[src/sv/srbs_pkg.sv]
`timescale 1ns / 1ps
// shared types, constants and functions of the settings record bank selector
// no dependencies; the srbs modules refer to this package by scoped names

package srbs_pkg;

  // sizing
  localparam int PROGRAM_SLOTS = 8;
  localparam int QUEUE_DEPTH   = 4;
  localparam int ADDR_W        = 4;
  localparam int DATA_W        = 32;

  // record format
  localparam logic [31:0] CRC_POLY    = 32'hEDB8_8320;
  localparam logic [31:0] CRC_INIT    = 32'hFFFF_FFFF;
  localparam logic [31:0] COMMIT_WORD = 32'h544D_4F43;
  // magic bytes in byte order: 'E' 'S' 'T' 'C', byte 0 in the low lane
  localparam logic [31:0] MAGIC_WORD  = 32'h4354_5345;
  localparam logic [7:0]  FMT_VERSION = 8'd1;
  localparam logic [7:0]  REC_BYTES   = 8'd32;
  localparam logic [7:0]  ERASED_BYTE = 8'hFF;
  localparam logic [7:0]  PCT_MAX     = 8'd100;
  localparam logic [4:0]  LAST_POS    = 5'd31;

  // record kinds
  localparam logic [2:0] KIND_ERASED    = 3'd0;
  localparam logic [2:0] KIND_VALID     = 3'd1;
  localparam logic [2:0] KIND_OWNED_BAD = 3'd2;
  localparam logic [2:0] KIND_FOREIGN   = 3'd3;
  localparam logic [2:0] KIND_READ_ERR  = 3'd4;

  // active bank codes
  localparam logic [1:0] ACT_BANK0    = 2'd0;
  localparam logic [1:0] ACT_BANK1    = 2'd1;
  localparam logic [1:0] ACT_NONE     = 2'd2;
  localparam logic [1:0] ACT_READ_ERR = 2'd3;

  // register indexes
  localparam logic [1:0] REG_LANG_A  = 2'd0;
  localparam logic [1:0] REG_LANG_B  = 2'd1;
  localparam logic [1:0] REG_LANG_C  = 2'd2;
  localparam logic [1:0] REG_NO_SLOT = 2'd3;

  typedef struct packed {
    logic [7:0] lang_a;
    logic [7:0] lang_b;
    logic [7:0] lang_c;
    logic [7:0] no_slot;
  } cfg_t;

  // one classified record, settings packed slot:lang:volume:backlight
  typedef struct packed {
    logic [2:0]  kind;
    logic [31:0] seq;
    logic [31:0] set;
    logic        bank;
  } rec_t;

  typedef struct packed {
    logic valid;
    rec_t rec;
  } push_t;

  typedef struct packed {
    logic fin_valid;
    logic record_open;
  } front_stat_t;

  // one byte of reflected crc-32
  function automatic logic [31:0] crc_byte(input logic [31:0] crc_in, input logic [7:0] b);
    logic [31:0] c;
    c = crc_in ^ {24'd0, b};
    for (int k = 0; k < 8; k++) begin
      c = (c >> 1) ^ (c[0] ? CRC_POLY : 32'd0);
    end
    return c;
  endfunction

  // value is one of 0, 10, ... 100
  function automatic logic is_tens(input logic [7:0] v);
    logic r;
    r = 1'b0;
    for (int k = 0; k <= 10; k++) begin
      if (v == 8'(k * 10)) r = 1'b1;
    end
    return r;
  endfunction

  function automatic logic [31:0] default_settings(input cfg_t cfg);
    return {cfg.no_slot, cfg.lang_b, 8'd0, 8'd0};
  endfunction

  function automatic logic settings_ok(input logic [31:0] s, input cfg_t cfg);
    logic [7:0] bl;
    logic [7:0] vol;
    logic [7:0] lang;
    logic [7:0] slot;
    logic       ok;
    bl   = s[7:0];
    vol  = s[15:8];
    lang = s[23:16];
    slot = s[31:24];
    ok   = (bl != 8'd0) && (bl <= PCT_MAX) && is_tens(bl);
    ok   = ok && (vol <= PCT_MAX) && is_tens(vol);
    ok   = ok && ((lang == cfg.lang_a) || (lang == cfg.lang_b) || (lang == cfg.lang_c));
    ok   = ok && (({1'b0, slot} < 9'(PROGRAM_SLOTS)) || (slot == cfg.no_slot));
    return ok;
  endfunction

  // wrap-around sequence compare
  function automatic logic seq_is_newer(input logic [31:0] left, input logic [31:0] right);
    logic [31:0] d;
    d = left - right;
    return (d != 32'd0) && !d[31];
  endfunction

endpackage

[src/sv/srbs_if.sv]
`timescale 1ns / 1ps
// valid/ready channel interfaces for record bytes and selection results
// no dependencies

interface srbs_in_if;
  logic       valid;
  logic       ready;
  logic [7:0] data_byte;
  logic       bank_select;
  logic       sector_erased;
  logic       read_failed;

  modport source(output valid, output data_byte, output bank_select,
                 output sector_erased, output read_failed, input ready);
  modport sink(input valid, input data_byte, input bank_select,
               input sector_erased, input read_failed, output ready);
endinterface

interface srbs_out_if;
  logic        valid;
  logic        ready;
  logic [2:0]  record_kind;
  logic [31:0] sequence_number;
  logic [7:0]  backlight_level;
  logic [7:0]  volume_level;
  logic [7:0]  language_byte;
  logic [7:0]  recent_slot;
  logic [1:0]  active_bank;
  logic        selection_ready;

  modport source(output valid, output record_kind, output sequence_number,
                 output backlight_level, output volume_level, output language_byte,
                 output recent_slot, output active_bank, output selection_ready,
                 input ready);
  modport sink(input valid, input record_kind, input sequence_number,
               input backlight_level, input volume_level, input language_byte,
               input recent_slot, input active_bank, input selection_ready,
               output ready);
endinterface

[src/sv/srbs_front.sv]
`timescale 1ns / 1ps
// front end: takes record bytes, runs the crc and latches header fields,
// then classifies each finished record; depends on srbs_pkg and srbs_if

module srbs_front (
  input  logic                     clk,
  input  logic                     rst_n,
  input  srbs_pkg::cfg_t           cfg,
  srbs_in_if.sink                  in_ch,
  input  logic                     q_full,
  output srbs_pkg::push_t          push,
  output srbs_pkg::front_stat_t    stat
);

  // per-record scan state
  logic [4:0]  pos_r, pos_nxt;
  logic [31:0] crc_r, crc_nxt;
  logic        allff_r, allff_nxt;
  logic        magic_r, magic_nxt;
  logic        marker_r, marker_nxt;
  logic [31:0] set_r, set_nxt;
  logic [31:0] seq_r, seq_nxt;
  logic [31:0] scrc_r, scrc_nxt;

  // finished-record stage
  logic        fin_valid_r, fin_valid_nxt;
  logic        fin_fail_r;
  logic        fin_bank_r;
  logic        fin_allff_r;
  logic        fin_erased_r;
  logic        fin_magic_r;
  logic        fin_marker_r;
  logic [31:0] fin_crc_r;
  logic [31:0] fin_scrc_r;
  logic [31:0] fin_set_r;
  logic [31:0] fin_seq_r;

  logic        accept;
  logic        last;
  logic        finish;
  logic [7:0]  b;
  logic [1:0]  lane;
  logic [1:0]  set_lane;
  logic [31:0] crc_upd;
  logic        upd_allff, upd_magic, upd_marker;
  logic [31:0] upd_set, upd_seq, upd_scrc;

  assign in_ch.ready = !(fin_valid_r && q_full);
  assign accept      = in_ch.valid && in_ch.ready;
  assign b           = in_ch.data_byte;
  assign lane        = pos_r[1:0];
  assign set_lane    = pos_r[1:0] + 2'd2;
  assign last        = (pos_r == srbs_pkg::LAST_POS);
  assign finish      = accept && (in_ch.read_failed || last);

  // fold the current byte into the scan state
  always_comb begin
    upd_allff  = allff_r && (b == srbs_pkg::ERASED_BYTE);
    upd_magic  = magic_r;
    upd_marker = marker_r;
    upd_set    = set_r;
    upd_seq    = seq_r;
    upd_scrc   = scrc_r;
    priority if (pos_r < 5'd4) begin
      if (b != srbs_pkg::MAGIC_WORD[{lane, 3'b000} +: 8]) upd_magic = 1'b0;
    end else if (pos_r == 5'd4) begin
      if (b != srbs_pkg::FMT_VERSION) upd_marker = 1'b0;
    end else if (pos_r == 5'd5) begin
      if (b != srbs_pkg::REC_BYTES) upd_marker = 1'b0;
    end else if (pos_r <= 5'd9) begin
      upd_set[{set_lane, 3'b000} +: 8] = set_r[{set_lane, 3'b000} +: 8] | b;
    end else if (pos_r <= 5'd11) begin
      upd_set = set_r;
    end else if (pos_r <= 5'd15) begin
      upd_seq[{lane, 3'b000} +: 8] = seq_r[{lane, 3'b000} +: 8] | b;
    end else if (pos_r <= 5'd19) begin
      upd_scrc[{lane, 3'b000} +: 8] = scrc_r[{lane, 3'b000} +: 8] | b;
    end else if (pos_r <= 5'd23) begin
      if (b != srbs_pkg::COMMIT_WORD[{lane, 3'b000} +: 8]) upd_marker = 1'b0;
    end else begin
      upd_set = set_r;
    end
    // crc covers bytes 0-15 and 24-31
    crc_upd = (pos_r[4:3] == 2'b10) ? crc_r : srbs_pkg::crc_byte(crc_r, b);
  end

  // scan state next values
  always_comb begin
    pos_nxt    = pos_r;
    crc_nxt    = crc_r;
    allff_nxt  = allff_r;
    magic_nxt  = magic_r;
    marker_nxt = marker_r;
    set_nxt    = set_r;
    seq_nxt    = seq_r;
    scrc_nxt   = scrc_r;
    if (finish) begin
      pos_nxt    = 5'd0;
      crc_nxt    = srbs_pkg::CRC_INIT;
      allff_nxt  = 1'b1;
      magic_nxt  = 1'b1;
      marker_nxt = 1'b1;
      set_nxt    = 32'd0;
      seq_nxt    = 32'd0;
      scrc_nxt   = 32'd0;
    end else if (accept) begin
      pos_nxt    = pos_r + 5'd1;
      crc_nxt    = crc_upd;
      allff_nxt  = upd_allff;
      magic_nxt  = upd_magic;
      marker_nxt = upd_marker;
      set_nxt    = upd_set;
      seq_nxt    = upd_seq;
      scrc_nxt   = upd_scrc;
    end
  end

  // finished stage holds until the queue takes it
  always_comb begin
    fin_valid_nxt = fin_valid_r;
    if (finish) begin
      fin_valid_nxt = 1'b1;
    end else if (push.valid) begin
      fin_valid_nxt = 1'b0;
    end
  end

  always_ff @(posedge clk) begin
    if (!rst_n) begin
      pos_r       <= 5'd0;
      crc_r       <= srbs_pkg::CRC_INIT;
      allff_r     <= 1'b1;
      magic_r     <= 1'b1;
      marker_r    <= 1'b1;
      set_r       <= 32'd0;
      seq_r       <= 32'd0;
      scrc_r      <= 32'd0;
      fin_valid_r <= 1'b0;
    end else begin
      pos_r       <= pos_nxt;
      crc_r       <= crc_nxt;
      allff_r     <= allff_nxt;
      magic_r     <= magic_nxt;
      marker_r    <= marker_nxt;
      set_r       <= set_nxt;
      seq_r       <= seq_nxt;
      scrc_r      <= scrc_nxt;
      fin_valid_r <= fin_valid_nxt;
    end
  end

  // finished record payload
  always_ff @(posedge clk) begin
    if (finish) begin
      fin_fail_r   <= in_ch.read_failed;
      fin_bank_r   <= in_ch.bank_select;
      fin_erased_r <= in_ch.sector_erased;
      fin_allff_r  <= upd_allff;
      fin_magic_r  <= upd_magic;
      fin_marker_r <= upd_marker;
      fin_crc_r    <= ~crc_upd;
      fin_scrc_r   <= upd_scrc;
      fin_set_r    <= upd_set;
      fin_seq_r    <= upd_seq;
    end
  end

  // classify the finished record
  always_comb begin
    push.valid    = fin_valid_r && !q_full;
    push.rec.bank = fin_bank_r;
    push.rec.seq  = 32'd0;
    push.rec.set  = srbs_pkg::default_settings(cfg);
    priority if (fin_fail_r) begin
      push.rec.kind = srbs_pkg::KIND_READ_ERR;
    end else if (fin_allff_r) begin
      push.rec.kind = fin_erased_r ? srbs_pkg::KIND_ERASED : srbs_pkg::KIND_FOREIGN;
    end else if (!fin_magic_r) begin
      push.rec.kind = srbs_pkg::KIND_FOREIGN;
    end else if (!fin_marker_r || (fin_scrc_r != fin_crc_r)) begin
      push.rec.kind = srbs_pkg::KIND_OWNED_BAD;
    end else begin
      push.rec.set = fin_set_r;
      if ((fin_seq_r != 32'd0) && srbs_pkg::settings_ok(fin_set_r, cfg)) begin
        push.rec.kind = srbs_pkg::KIND_VALID;
        push.rec.seq  = fin_seq_r;
      end else begin
        push.rec.kind = srbs_pkg::KIND_OWNED_BAD;
      end
    end
  end

  assign stat.fin_valid   = fin_valid_r;
  assign stat.record_open = (pos_r != 5'd0);

endmodule

[src/sv/srbs_queue.sv]
`timescale 1ns / 1ps
// short queue of classified records between front and back end
// depends on srbs_pkg

module srbs_queue #(
  parameter int DEPTH = srbs_pkg::QUEUE_DEPTH
) (
  input  logic             clk,
  input  logic             rst_n,
  input  srbs_pkg::push_t  push,
  output logic             full,
  input  logic             pop,
  output logic             empty,
  output srbs_pkg::rec_t   head
);

  localparam int PTR_W = (DEPTH > 1) ? $clog2(DEPTH) : 1;
  localparam int CNT_W = $clog2(DEPTH + 1);

  srbs_pkg::rec_t   slots_r [DEPTH];
  logic [PTR_W-1:0] wr_ptr_r, wr_ptr_nxt;
  logic [PTR_W-1:0] rd_ptr_r, rd_ptr_nxt;
  logic [CNT_W-1:0] count_r, count_nxt;

  assign full  = (count_r == CNT_W'(DEPTH));
  assign empty = (count_r == '0);
  assign head  = slots_r[rd_ptr_r];

  // pointer and count update
  always_comb begin
    wr_ptr_nxt = wr_ptr_r;
    rd_ptr_nxt = rd_ptr_r;
    count_nxt  = count_r;
    if (push.valid) begin
      wr_ptr_nxt = (wr_ptr_r == PTR_W'(DEPTH - 1)) ? '0 : wr_ptr_r + 1'b1;
    end
    if (pop) begin
      rd_ptr_nxt = (rd_ptr_r == PTR_W'(DEPTH - 1)) ? '0 : rd_ptr_r + 1'b1;
    end
    unique case ({push.valid, pop})
      2'b10:   count_nxt = count_r + 1'b1;
      2'b01:   count_nxt = count_r - 1'b1;
      default: count_nxt = count_r;
    endcase
  end

  always_ff @(posedge clk) begin
    if (!rst_n) begin
      wr_ptr_r <= '0;
      rd_ptr_r <= '0;
      count_r  <= '0;
    end else begin
      wr_ptr_r <= wr_ptr_nxt;
      rd_ptr_r <= rd_ptr_nxt;
      count_r  <= count_nxt;
    end
  end

  // slot storage
  always_ff @(posedge clk) begin
    if (push.valid) begin
      slots_r[wr_ptr_r] <= push.rec;
    end
  end

endmodule

[src/sv/srbs_back.sv]
`timescale 1ns / 1ps
// back end: remembers the bank 0 result and picks the active bank on bank 1,
// holding each result in the output register; depends on srbs_pkg and srbs_if

module srbs_back (
  input  logic            clk,
  input  logic            rst_n,
  input  logic            empty,
  input  srbs_pkg::rec_t  head,
  output logic            pop,
  srbs_out_if.source      out_ch
);

  // remembered bank 0 result
  logic [2:0]  b0_kind_r, b0_kind_nxt;
  logic [31:0] b0_seq_r, b0_seq_nxt;
  logic [31:0] b0_set_r, b0_set_nxt;

  // output register
  logic        out_valid_r, out_valid_nxt;
  logic [2:0]  kind_r;
  logic [31:0] seq_r;
  logic [31:0] set_r;
  logic [1:0]  active_r;
  logic        sel_ready_r;

  logic [1:0]  active;
  logic [31:0] rep_set;

  assign pop = !empty && (!out_valid_r || out_ch.ready);

  // active bank selection
  always_comb begin
    active = srbs_pkg::ACT_BANK0;
    if (head.bank) begin
      priority if ((b0_kind_r == srbs_pkg::KIND_READ_ERR) ||
                   (head.kind == srbs_pkg::KIND_READ_ERR)) begin
        active = srbs_pkg::ACT_READ_ERR;
      end else if (b0_kind_r != srbs_pkg::KIND_VALID) begin
        active = (head.kind == srbs_pkg::KIND_VALID) ? srbs_pkg::ACT_BANK1
                                                      : srbs_pkg::ACT_NONE;
      end else if (head.kind != srbs_pkg::KIND_VALID) begin
        active = srbs_pkg::ACT_BANK0;
      end else begin
        active = srbs_pkg::seq_is_newer(head.seq, b0_seq_r) ? srbs_pkg::ACT_BANK1
                                                             : srbs_pkg::ACT_BANK0;
      end
    end
    rep_set = (head.bank && (active == srbs_pkg::ACT_BANK0)) ? b0_set_r : head.set;
  end

  // bank 0 memory and output valid
  always_comb begin
    b0_kind_nxt   = b0_kind_r;
    b0_seq_nxt    = b0_seq_r;
    b0_set_nxt    = b0_set_r;
    out_valid_nxt = out_valid_r;
    if (pop) begin
      out_valid_nxt = 1'b1;
      if (!head.bank) begin
        b0_kind_nxt = head.kind;
        b0_seq_nxt  = head.seq;
        b0_set_nxt  = head.set;
      end
    end else if (out_ch.ready) begin
      out_valid_nxt = 1'b0;
    end
  end

  always_ff @(posedge clk) begin
    if (!rst_n) begin
      b0_kind_r   <= srbs_pkg::KIND_READ_ERR;
      b0_seq_r    <= 32'd0;
      b0_set_r    <= 32'd0;
      out_valid_r <= 1'b0;
    end else begin
      b0_kind_r   <= b0_kind_nxt;
      b0_seq_r    <= b0_seq_nxt;
      b0_set_r    <= b0_set_nxt;
      out_valid_r <= out_valid_nxt;
    end
  end

  // result payload
  always_ff @(posedge clk) begin
    if (pop) begin
      kind_r      <= head.kind;
      seq_r       <= head.seq;
      set_r       <= rep_set;
      active_r    <= active;
      sel_ready_r <= head.bank;
    end
  end

  assign out_ch.valid           = out_valid_r;
  assign out_ch.record_kind     = kind_r;
  assign out_ch.sequence_number = seq_r;
  assign out_ch.backlight_level = set_r[7:0];
  assign out_ch.volume_level    = set_r[15:8];
  assign out_ch.language_byte   = set_r[23:16];
  assign out_ch.recent_slot     = set_r[31:24];
  assign out_ch.active_bank     = active_r;
  assign out_ch.selection_ready = sel_ready_r;

endmodule

[src/sv/settings_record_bank_select_top.sv]
`timescale 1ns / 1ps
// top level of the settings record bank selector: register block, front end,
// record queue and back end; depends on srbs_pkg, srbs_if and the srbs modules

// Takes one byte of a 32-byte flash settings record per cycle on in_ch while
// in_ch ready is high, with no gaps needed between records or banks. Each
// record gives one result on out_ch when its byte 31 or a read failure is
// accepted; the result passes the crc/classify stage, then the queue and the
// selection output register. A stalled out_ch first fills the output register,
// then the QUEUE_DEPTH-entry record queue, and only then holds in_ch ready low,
// and then only for as long as the classify stage stays blocked. Bank 1 results
// carry the active-bank decision against the last bank 0 record since reset.
// The four 8-bit language and no-slot registers sit at byte addresses 0, 4, 8
// and 12 and are to be written only while no record is in flight.

module settings_record_bank_select_top #(
  parameter int QUEUE_DEPTH = srbs_pkg::QUEUE_DEPTH
) (
  input  logic                        clk,
  input  logic                        rst_n,
  srbs_in_if.sink                     in_ch,
  srbs_out_if.source                  out_ch,
  input  logic                        psel,
  input  logic                        penable,
  input  logic                        pwrite,
  input  logic [srbs_pkg::ADDR_W-1:0] paddr,
  input  logic [srbs_pkg::DATA_W-1:0] pwdata,
  output logic [srbs_pkg::DATA_W-1:0] prdata,
  output logic                        pready
);

  srbs_pkg::cfg_t        cfg_r, cfg_nxt;
  srbs_pkg::push_t       push;
  srbs_pkg::front_stat_t front_stat;
  srbs_pkg::rec_t        head;
  logic                  q_full;
  logic                  q_empty;
  logic                  pop;
  logic                  wr_en;
  logic [1:0]            reg_idx;

  assign pready  = 1'b1;
  assign wr_en   = psel && penable && pwrite && pready;
  assign reg_idx = paddr[3:2];

  // configuration register write
  always_comb begin
    cfg_nxt = cfg_r;
    if (wr_en) begin
      unique case (reg_idx)
        srbs_pkg::REG_LANG_A:  cfg_nxt.lang_a  = pwdata[7:0];
        srbs_pkg::REG_LANG_B:  cfg_nxt.lang_b  = pwdata[7:0];
        srbs_pkg::REG_LANG_C:  cfg_nxt.lang_c  = pwdata[7:0];
        srbs_pkg::REG_NO_SLOT: cfg_nxt.no_slot = pwdata[7:0];
        default:               cfg_nxt = cfg_r;
      endcase
    end
  end

  always_ff @(posedge clk) begin
    if (!rst_n) begin
      cfg_r.lang_a  <= 8'd0;
      cfg_r.lang_b  <= 8'd1;
      cfg_r.lang_c  <= 8'd2;
      cfg_r.no_slot <= 8'hFF;
    end else begin
      cfg_r <= cfg_nxt;
    end
  end

  // configuration register read
  always_comb begin
    unique case (reg_idx)
      srbs_pkg::REG_LANG_A:  prdata = {24'd0, cfg_r.lang_a};
      srbs_pkg::REG_LANG_B:  prdata = {24'd0, cfg_r.lang_b};
      srbs_pkg::REG_LANG_C:  prdata = {24'd0, cfg_r.lang_c};
      srbs_pkg::REG_NO_SLOT: prdata = {24'd0, cfg_r.no_slot};
      default:               prdata = '0;
    endcase
  end

  srbs_front u_front (
    .clk    (clk),
    .rst_n  (rst_n),
    .cfg    (cfg_r),
    .in_ch  (in_ch),
    .q_full (q_full),
    .push   (push),
    .stat   (front_stat)
  );

  srbs_queue #(
    .DEPTH (QUEUE_DEPTH)
  ) u_queue (
    .clk   (clk),
    .rst_n (rst_n),
    .push  (push),
    .full  (q_full),
    .pop   (pop),
    .empty (q_empty),
    .head  (head)
  );

  srbs_back u_back (
    .clk    (clk),
    .rst_n  (rst_n),
    .empty  (q_empty),
    .head   (head),
    .pop    (pop),
    .out_ch (out_ch)
  );

  // a read failure ends the record and leaves a finished record behind
  a_fail_restarts: assert property (@(posedge clk) disable iff (!rst_n)
    (in_ch.valid && in_ch.ready && in_ch.read_failed)
      |=> (front_stat.fin_valid && !front_stat.record_open))
    else $error("read failure did not restart the record");

  // only a valid record reports a sequence number
  a_seq_only_valid: assert property (@(posedge clk) disable iff (!rst_n)
    (out_ch.valid && (out_ch.record_kind != srbs_pkg::KIND_VALID))
      |-> (out_ch.sequence_number == 32'd0))
    else $error("sequence number on a record that is not valid");

  // a bank 0 result never carries a selection
  a_bank0_no_select: assert property (@(posedge clk) disable iff (!rst_n)
    (out_ch.valid && !out_ch.selection_ready)
      |-> (out_ch.active_bank == srbs_pkg::ACT_BANK0))
    else $error("bank 0 result with an active bank other than bank 0");

  // the classify stage is never pushed into a full queue
  a_no_overflow: assert property (@(posedge clk) disable iff (!rst_n)
    (front_stat.fin_valid && q_full) |=> front_stat.fin_valid)
    else $error("finished record dropped while the queue was full");

endmodule
[src/flat_wrapper.sv]
// flat-port wrapper written by rule: the top's interface ports become plain ports
module settings_record_bank_select_top_flat 
#(
  parameter int QUEUE_DEPTH = srbs_pkg::QUEUE_DEPTH
)
  (clk, rst_n, psel, penable, pwrite, paddr, pwdata, prdata, pready, in_ch_valid, in_ch_data_byte, in_ch_bank_select, in_ch_sector_erased, in_ch_read_failed, in_ch_ready, out_ch_valid, out_ch_record_kind, out_ch_sequence_number, out_ch_backlight_level, out_ch_volume_level, out_ch_language_byte, out_ch_recent_slot, out_ch_active_bank, out_ch_selection_ready, out_ch_ready);
  srbs_in_if in_ch_i ();
  srbs_out_if out_ch_i ();
  input  logic clk;
  input  logic rst_n;
  input  logic psel;
  input  logic penable;
  input  logic pwrite;
  input  logic [srbs_pkg::ADDR_W-1:0] paddr;
  input  logic [srbs_pkg::DATA_W-1:0] pwdata;
  output logic [srbs_pkg::DATA_W-1:0] prdata;
  output logic pready;
  input wire logic [$bits(in_ch_i.valid)-1:0] in_ch_valid;
  input wire logic [$bits(in_ch_i.data_byte)-1:0] in_ch_data_byte;
  input wire logic [$bits(in_ch_i.bank_select)-1:0] in_ch_bank_select;
  input wire logic [$bits(in_ch_i.sector_erased)-1:0] in_ch_sector_erased;
  input wire logic [$bits(in_ch_i.read_failed)-1:0] in_ch_read_failed;
  output wire logic [$bits(in_ch_i.ready)-1:0] in_ch_ready;
  output wire logic [$bits(out_ch_i.valid)-1:0] out_ch_valid;
  output wire logic [$bits(out_ch_i.record_kind)-1:0] out_ch_record_kind;
  output wire logic [$bits(out_ch_i.sequence_number)-1:0] out_ch_sequence_number;
  output wire logic [$bits(out_ch_i.backlight_level)-1:0] out_ch_backlight_level;
  output wire logic [$bits(out_ch_i.volume_level)-1:0] out_ch_volume_level;
  output wire logic [$bits(out_ch_i.language_byte)-1:0] out_ch_language_byte;
  output wire logic [$bits(out_ch_i.recent_slot)-1:0] out_ch_recent_slot;
  output wire logic [$bits(out_ch_i.active_bank)-1:0] out_ch_active_bank;
  output wire logic [$bits(out_ch_i.selection_ready)-1:0] out_ch_selection_ready;
  input wire logic [$bits(out_ch_i.ready)-1:0] out_ch_ready;
  assign in_ch_i.valid = in_ch_valid;
  assign in_ch_i.data_byte = in_ch_data_byte;
  assign in_ch_i.bank_select = in_ch_bank_select;
  assign in_ch_i.sector_erased = in_ch_sector_erased;
  assign in_ch_i.read_failed = in_ch_read_failed;
  assign in_ch_ready = in_ch_i.ready;
  assign out_ch_valid = out_ch_i.valid;
  assign out_ch_record_kind = out_ch_i.record_kind;
  assign out_ch_sequence_number = out_ch_i.sequence_number;
  assign out_ch_backlight_level = out_ch_i.backlight_level;
  assign out_ch_volume_level = out_ch_i.volume_level;
  assign out_ch_language_byte = out_ch_i.language_byte;
  assign out_ch_recent_slot = out_ch_i.recent_slot;
  assign out_ch_active_bank = out_ch_i.active_bank;
  assign out_ch_selection_ready = out_ch_i.selection_ready;
  assign out_ch_i.ready = out_ch_ready;
  settings_record_bank_select_top #(.QUEUE_DEPTH(QUEUE_DEPTH)) u_core (.clk(clk), .rst_n(rst_n), .in_ch(in_ch_i), .out_ch(out_ch_i), .psel(psel), .penable(penable), .pwrite(pwrite), .paddr(paddr), .pwdata(pwdata), .prdata(prdata), .pready(pready));
endmodule
[config.mk]
export PLATFORM = sky130hd
export DESIGN_NAME = settings_record_bank_select_top_flat
export DESIGN_NICKNAME = d
export VERILOG_FILES = /design/src/sv/srbs_pkg.sv /design/src/sv/srbs_if.sv /design/src/sv/srbs_front.sv /design/src/sv/srbs_queue.sv /design/src/sv/srbs_back.sv /design/src/sv/settings_record_bank_select_top.sv /design/src/flat_wrapper.sv
export SDC_FILE = /design/constraint.sdc
export NUM_CORES = 1
export LEC_CHECK = 0
export ABC_AREA = 1
export BUFFER_PORTS_ARGS = -buffer_cell sky130_fd_sc_hd__buf_2
export CAP_MARGIN = 20
export CORE_MARGIN = 1
export CORE_UTILIZATION = 62
export DETAILED_ROUTE_END_ITERATION = 6
export PLACE_DENSITY_LB_ADDON = 0.05
export SLEW_MARGIN = 20
export SYNTH_ARGS = -nofsm -noshare
export SYNTH_HDL_FRONTEND = slang
export SYNTH_HIERARCHICAL = 1
export SYNTH_SLANG_ARGS = --single-unit
[constraint.sdc]
create_clock -name clk -period 7.3 [get_ports clk]
set_clock_uncertainty 0.05 [all_clocks]
set_input_delay 0 -clock clk [delete_from_list [all_inputs] [get_ports clk]]
set_output_delay 0 -clock clk [all_outputs]
set_load 0.1 [all_outputs]
==> results of run 1 <==
[worst max-delay path: cells and delay by family (launching register included)]
kind            cells  cell delay [ns]
compound gates      3             0.95
fa+ha+maj           1             0.34
buf+inv             1             0.76
flops               1             0.57
simple gates       16             2.18
[power groups by stage]
stage	logic (W)	clock network, W	registers, W
after global placement	0.00668	0	0.00541
after floorplan	0.00390	0	0.00687
after detailed placement	0.00673	0	0.00542
after global routing	0.00754	0.00393	0.00540
after CTS	0.00678	0.00377	0.00534
final	0.00683	0.00371	0.00534
[layer usage]
metal	part of all wire (%)	vias up	track usage (%)
li1	-	14100	-
met1	44	13100	42.4
met2	46	1012	47.0
met3	7.2	170	3.96
met4	3.0	2	11.2
met5	0.015	-	0
[through the flow]
step	hold slack (ns)	cells	instance area [um2]	worst slack, ns	power (W)
after floorplan	0.0489	4310	35700	1.78	0.0108
after global placement	0.143	4995	36300	2.15	0.0121
after detailed placement	0.137	4995	36300	2.12	0.0122
after CTS	0.00485	5186	39200	2.10	0.0159
after global routing	0.0487	5187	39200	1.59	0.0169
final	0.0509	5187	39200	2.08	0.0159
[final timing paths]
kind	endpoint	slack (ns)	depth (start not counted)	start
worst max-delay path	u_core/u_back/set_r[6]$_DFFE_PP_	2.08	21	flip-flop
worst min register to register	u_core/u_back/b0_seq_r[21]$_SDFFE_PN0P_	0.41	2	u_core/u_back/b0_seq_r[21]$_SDFFE_PN0P_
worst min-delay path	u_core/u_front/fin_erased_r$_DFFE_PP_	0.05	2	in_ch_sector_erased
worst max register to register	u_core/u_back/set_r[6]$_DFFE_PP_	2.08	21	flip-flop
[layout by cell type (no fill, tap or decap), types with 25 or more instances in the layout]
cell type      count
ha_1              46
conb_1            25
edfxtp_1         476
a21oi_1          162
dlygate4sd3_1     50
nand3_1          236
inv_1            479
xnor2_1           39
nand2_1         1088
inv_2             30
xor2_1            46
dfxtp_1          243
o22ai_1           73
nand4_1           32
buf_2            106
nor2_1           594
o21ai_0          360
clkbuf_16         77
[cell type report]
type | instances | share of cell area, %
Antenna cell | 1 | 0.00639
Clock buffer | 99 | 5.15
Clock inverter | 42 | 0.932
Inverter | 519 | 5.03
Tap cell | 756 | 2.41
Sequential cell | 722 | 49.1
Timing Repair Buffer | 179 | 3.07
Multi-Input combinational cell | 2869 | 34.3
==> results.yml, run 1 <==
sta:
  slew_headroom_pct: 25.5
  finalCritPeriodShare_pct: 71.5
  report.final.setup_viol: 0
  clock.fmax_mhz: 192
  slew_viol_final: 0
  rsz0062_at_grt: "no"
  worstMarginPinSlew_ns: 1.12
  tns_ns: 0
  hold_viol_final: 0
  fin_crit_ns: 5.22
die:
  rows: 87
  start_util_pct: 62.9
  die-area_mm2: 0.0584
  ios: 159
  die_y_um: 242
  fp.dieW_um: 242
  core_area_mm2: 0.0566
synth:
  avgSynthCellArea_um2: 8.31
  synth_area_mm2: 0.0356
  synthCells: 4287
  ys_warn_count: 6
power:
  internal_power_w: 0.00881
  power_frac_comb_pct: 43.0
  leakage_nw: 17.0
  p_sw_w: 0.00706
  sw_frac_of_total_pct: 44.5
  power_density_mw_per_mm2: 405
  power.share.sequential_pct: 33.6
  pwr-share-clk_pct: 23.4
  ir_drop_mv: 0.457
layout:
  area_growth_pct: 10.1
  regArea_mm2: 0.0192
  multi_input_area_mm2: 0.0135
  largest_reg_flops: 272
  fill_cells: 4579
  drive_gt1_share_pct: 7.97
  top_register: "u_core/u_queue/slots_r"
  finalNetCount: 4469
  post-route-util_pct: 69.2
run_status:
  status: "complete, no violations"
min_path:
  min_path_type: "in -> reg"
cts:
  htreeDepth: 3
  cts_resized: 0
  clk-insertion-delay-late_ns: 0.63
  cts_inserted_buffers: 76
  cts_root_buffer: "clkbuf_16"
  clk_pin_slew_ns: 0.06
  cts_tree: "built"
  post_cts_buffers: 0
  cts_hold_repair.buffers: 50
  clock_path_buffers: 3
  cts.sink_count: 722
drt:
  drc: 0
  first_pass_iters: 6
  via_per_inst: 5.48
  ant_nets: 0
  avgRoutedWirePerCell_um: 16.9
  drt-total-wl_mm: 87.7
  drtIter0Drc: 2441
  vias: 28400
grt:
  gr-total-overflow: 0
  grt_pass1_wl_mm: 139
  first_global_vias: 26100
  grt_start_max_net_pins: 137
  track_usage_pct: 29.9
  antenna_found_initial: 3
placed_design:
  port_buffers: 107
  hpwl_mm: 56.9
  gp_congestion: 0.918
critical_path:
  cp_common_cell: "nand2_1"
  cp-end-kind: "flip-flop"
  crit_fanout: 136
  crit_chain: "inv_6, o21ai_0, o22ai_1, ha_1, nand2_1, nor2_1, nand2_1, nor2_1, nand2_1, nand4_1, nand2_1, a21oi_1, nand2_1, nor2_1, nand3_1, nand2_1, nand2_1, nand2_4, nand2_4, nand2_1, nand2_1"
  startpoint_type: "flip-flop"
  worst-setup-path-type: "reg -> reg"
  arrival_ns: 5.53
  slowest_delay_ns: 0.76
  cpMaxStageDelayCell: "inv_6"
  required_ns: 7.61
flow_run:
  maxCapViolCount: 0
Note: power is estimated with default switching activity, not from simulation.
==> run 2, diff against run 1 <==
ABC_AREA = 0   (was 1)
CORE_UTILIZATION = 56   (was 62)
clock period = 4.5 ns   (was 7.3 ns; I/O delays follow)
==> run 2 against run 1 <==
Effect of this change:
- cell count shrank 27%
- critical path type unchanged
- sequential power grew 57%
- clock-buffer cell count increased by 9
- first-iteration DRC count decreased by 33%
- setup slack worse by 2.3 ns
- synthesized cell count down 37%
- register-to-register slack worse by 2.3 ns
- the run now ends with setup timing left
==> results.yml, run 2 <==
run_status:
  status: "complete, but fails checks"
  violations: "setup timing"
cts:
  cts.sink_count: 722
  htreeDepth: 3
  clk_pin_slew_ns: 0.06
  clk-insertion-delay-late_ns: 0.62
  clock_path_buffers: 3
  cts_root_buffer: "clkbuf_16"
  cts_inserted_buffers: 76
  cts_tree: "built"
placed_design:
  hpwl_mm: 54.4
  pre_cts_ws_ns: -0.616
  port_buffers: 107
  gp_congestion: 0.926
drt:
  vias: 22000
  avgRoutedWirePerCell_um: 21.5
  first_pass_iters: 5
  ant_nets: 0
  drt-total-wl_mm: 81.3
  drc: 0
  drtIter0Drc: 1641
  via_per_inst: 5.82
critical_path:
  crit_chain: "buf_12, buf_6, mux4_2, ha_4, and2_4, a221oi_4, a21oi_2, or3_1, a211o_1, a2111oi_4, nand4_1, o31ai_4, buf_6, o2111ai_4, buf_12, mux2_4"
  required_ns: 4.81
  arrival_ns: 5.07
  cp-end-kind: "flip-flop"
  worstRegToRegCells: 16
  rrSetupSlack_ns: -0.26
  rr_endpoint: "u_core/u_back/set_r[18]$_DFFE_PP_"
  slowest_delay_ns: 0.53
  cpMaxStageDelayCell: "mux4_2"
  crit_fanout: 16
  startpoint_type: "flip-flop"
  worst-setup-path-type: "reg -> reg"
min_path:
  hp-start: "in_ch_data_byte[2]"
  min_to: "u_core/u_front/allff_r$_SDFFE_PP1P_"
  min_path_type: "in -> reg"
  whs_path_depth: 4
power:
  leakage_nw: 14.1
  total_power_w: 0.0241
  ir_drop_mv: 1.35
  power_density_mw_per_mm2: 622
grt:
  grt_start_max_net_pins: 104
  antenna_found_initial: 1
  track_usage_pct: 26.5
  grt_pass1_wl_mm: 123
  gr-total-overflow: 0
  first_global_vias: 21300
die:
  die-area_mm2: 0.0607
  die_y_um: 246
  fp.dieW_um: 246
  rows: 89
  start_util_pct: 56.6
  ios: 159
  core_area_mm2: 0.0590
synth:
  synthCells: 2705
  ys_warn_count: 6
  synth_area_mm2: 0.0334
  avgSynthCellArea_um2: 12.4
sta:
  hold_viol_final: 0
  setup_slack_ns: -0.261
  report.final.setup_viol: 32
  finalCritPeriodShare_pct: 106
  slew_viol_final: 0
  rsz0062_at_grt: "yes"
  worstMarginPinSlew_ns: 1.08
  fin_crit_ns: 4.76
  slew_headroom_pct: 27.7
  clock.fmax_mhz: 210
layout:
  final_cell_mix: "476 x edfxtp_1, 361 x nand2_1, 243 x dfxtp_1"
  drive_gt1_share_pct: 24.3
  top_register: "u_core/u_queue/slots_r"
  final_common_cell: "edfxtp_1"
  largest_reg_flops: 272
  area_growth_pct: 16.0
  finalNetCount: 3045
flow_run:
  maxCapViolCount: 0
-- run 2: report_power, final --
group	internal, W	leakage [nW]	switching, W	total (W)
Combinational	0.00316	6.33	0.00627	0.00944
Sequential	0.00802	6.49	0.000353	0.00838
Clock	0.00371	1.26	0.00259	0.00630
-- run 2: layer usage --
layer	GRT usage, %	part of all wire [%]	vias up
li1	-	-	10300
met1	38.1	46	11000
met2	42.1	47	628
met3	3.55	4.9	134
met4	7.93	2.6	0
met5	0	0	-
-- run 2: area by class of cell --
class / count / area [um2]
Timing Repair Buffer: 307 / 2240
Fill cell: 4459 / 20200
Clock buffer: 108 / 2240
Tap cell: 773 / 967
Inverter: 63 / 240
Clock inverter: 34 / 309
Multi-Input combinational cell: 1773 / 13600
Sequential cell: 722 / 19200
Antenna cell: 1 / 2.50
-- run 2: how the worst max path moves through the flow --
stage                                      endpoint  depth (start not counted)  slack, ns
5_1_grt           u_core/u_back/set_r[20]$_DFFE_PP_                         17      -0.39
6_report          u_core/u_back/set_r[18]$_DFFE_PP_                         16      -0.26
2_1_floorplan  u_core/u_front/fin_allff_r$_DFFE_PP_                          7       0.01
4_1_cts           u_core/u_back/set_r[18]$_DFFE_PP_                         17      -0.21
3_5_place_dp      u_core/u_back/set_r[28]$_DFFE_PP_                         16      -0.62
3_3_place_gp      u_core/u_back/set_r[17]$_DFFE_PP_                         16      -0.77
-- run 2: repair_timing --
action / 4_1_cts / 5_1_grt
buffers inserted: 4 / 10
endpoints found under the hold margin: 48 / 0
hold buffers: 29 / 0
gates cloned: 0 / 3
gates resized for setup: 18 / 49
setup endpoints to repair: 33 / 32
pin swaps: 3 / 6
-- run 2: worst max-delay path: cells and delay by family (launching register included) --
family                   cells  cell delay, ns
AO/OA/AOI/OAI                6            1.61
adder cells (fa/ha/maj)      1            0.26
buffers and inverters        4            0.60
flip-flops                   1            0.40
multiplexers                 2            0.84
AND/OR/NAND/NOR              3            0.71
-- run 2: through the flow --
step / hold slack (ns) / TNS, ns / area, um2 / std cells / utilization [%]
2_1_floorplan: 0.0489 / 0 / 33500 / 2728 / -
3_3_place_gp: 0.129 / -24.35 / 35400 / 3592 / 60.0
3_5_place_dp: 0.134 / -19.27 / 35400 / 3592 / 60.0
4_1_cts: 0.0176 / -6.26 / 38300 / 3767 / 65.0
5_1_grt: 0.0403 / -11.78 / 38800 / 3780 / 65.7
6_report: 0.0411 / -7.80 / 38800 / 3781 / 65.7
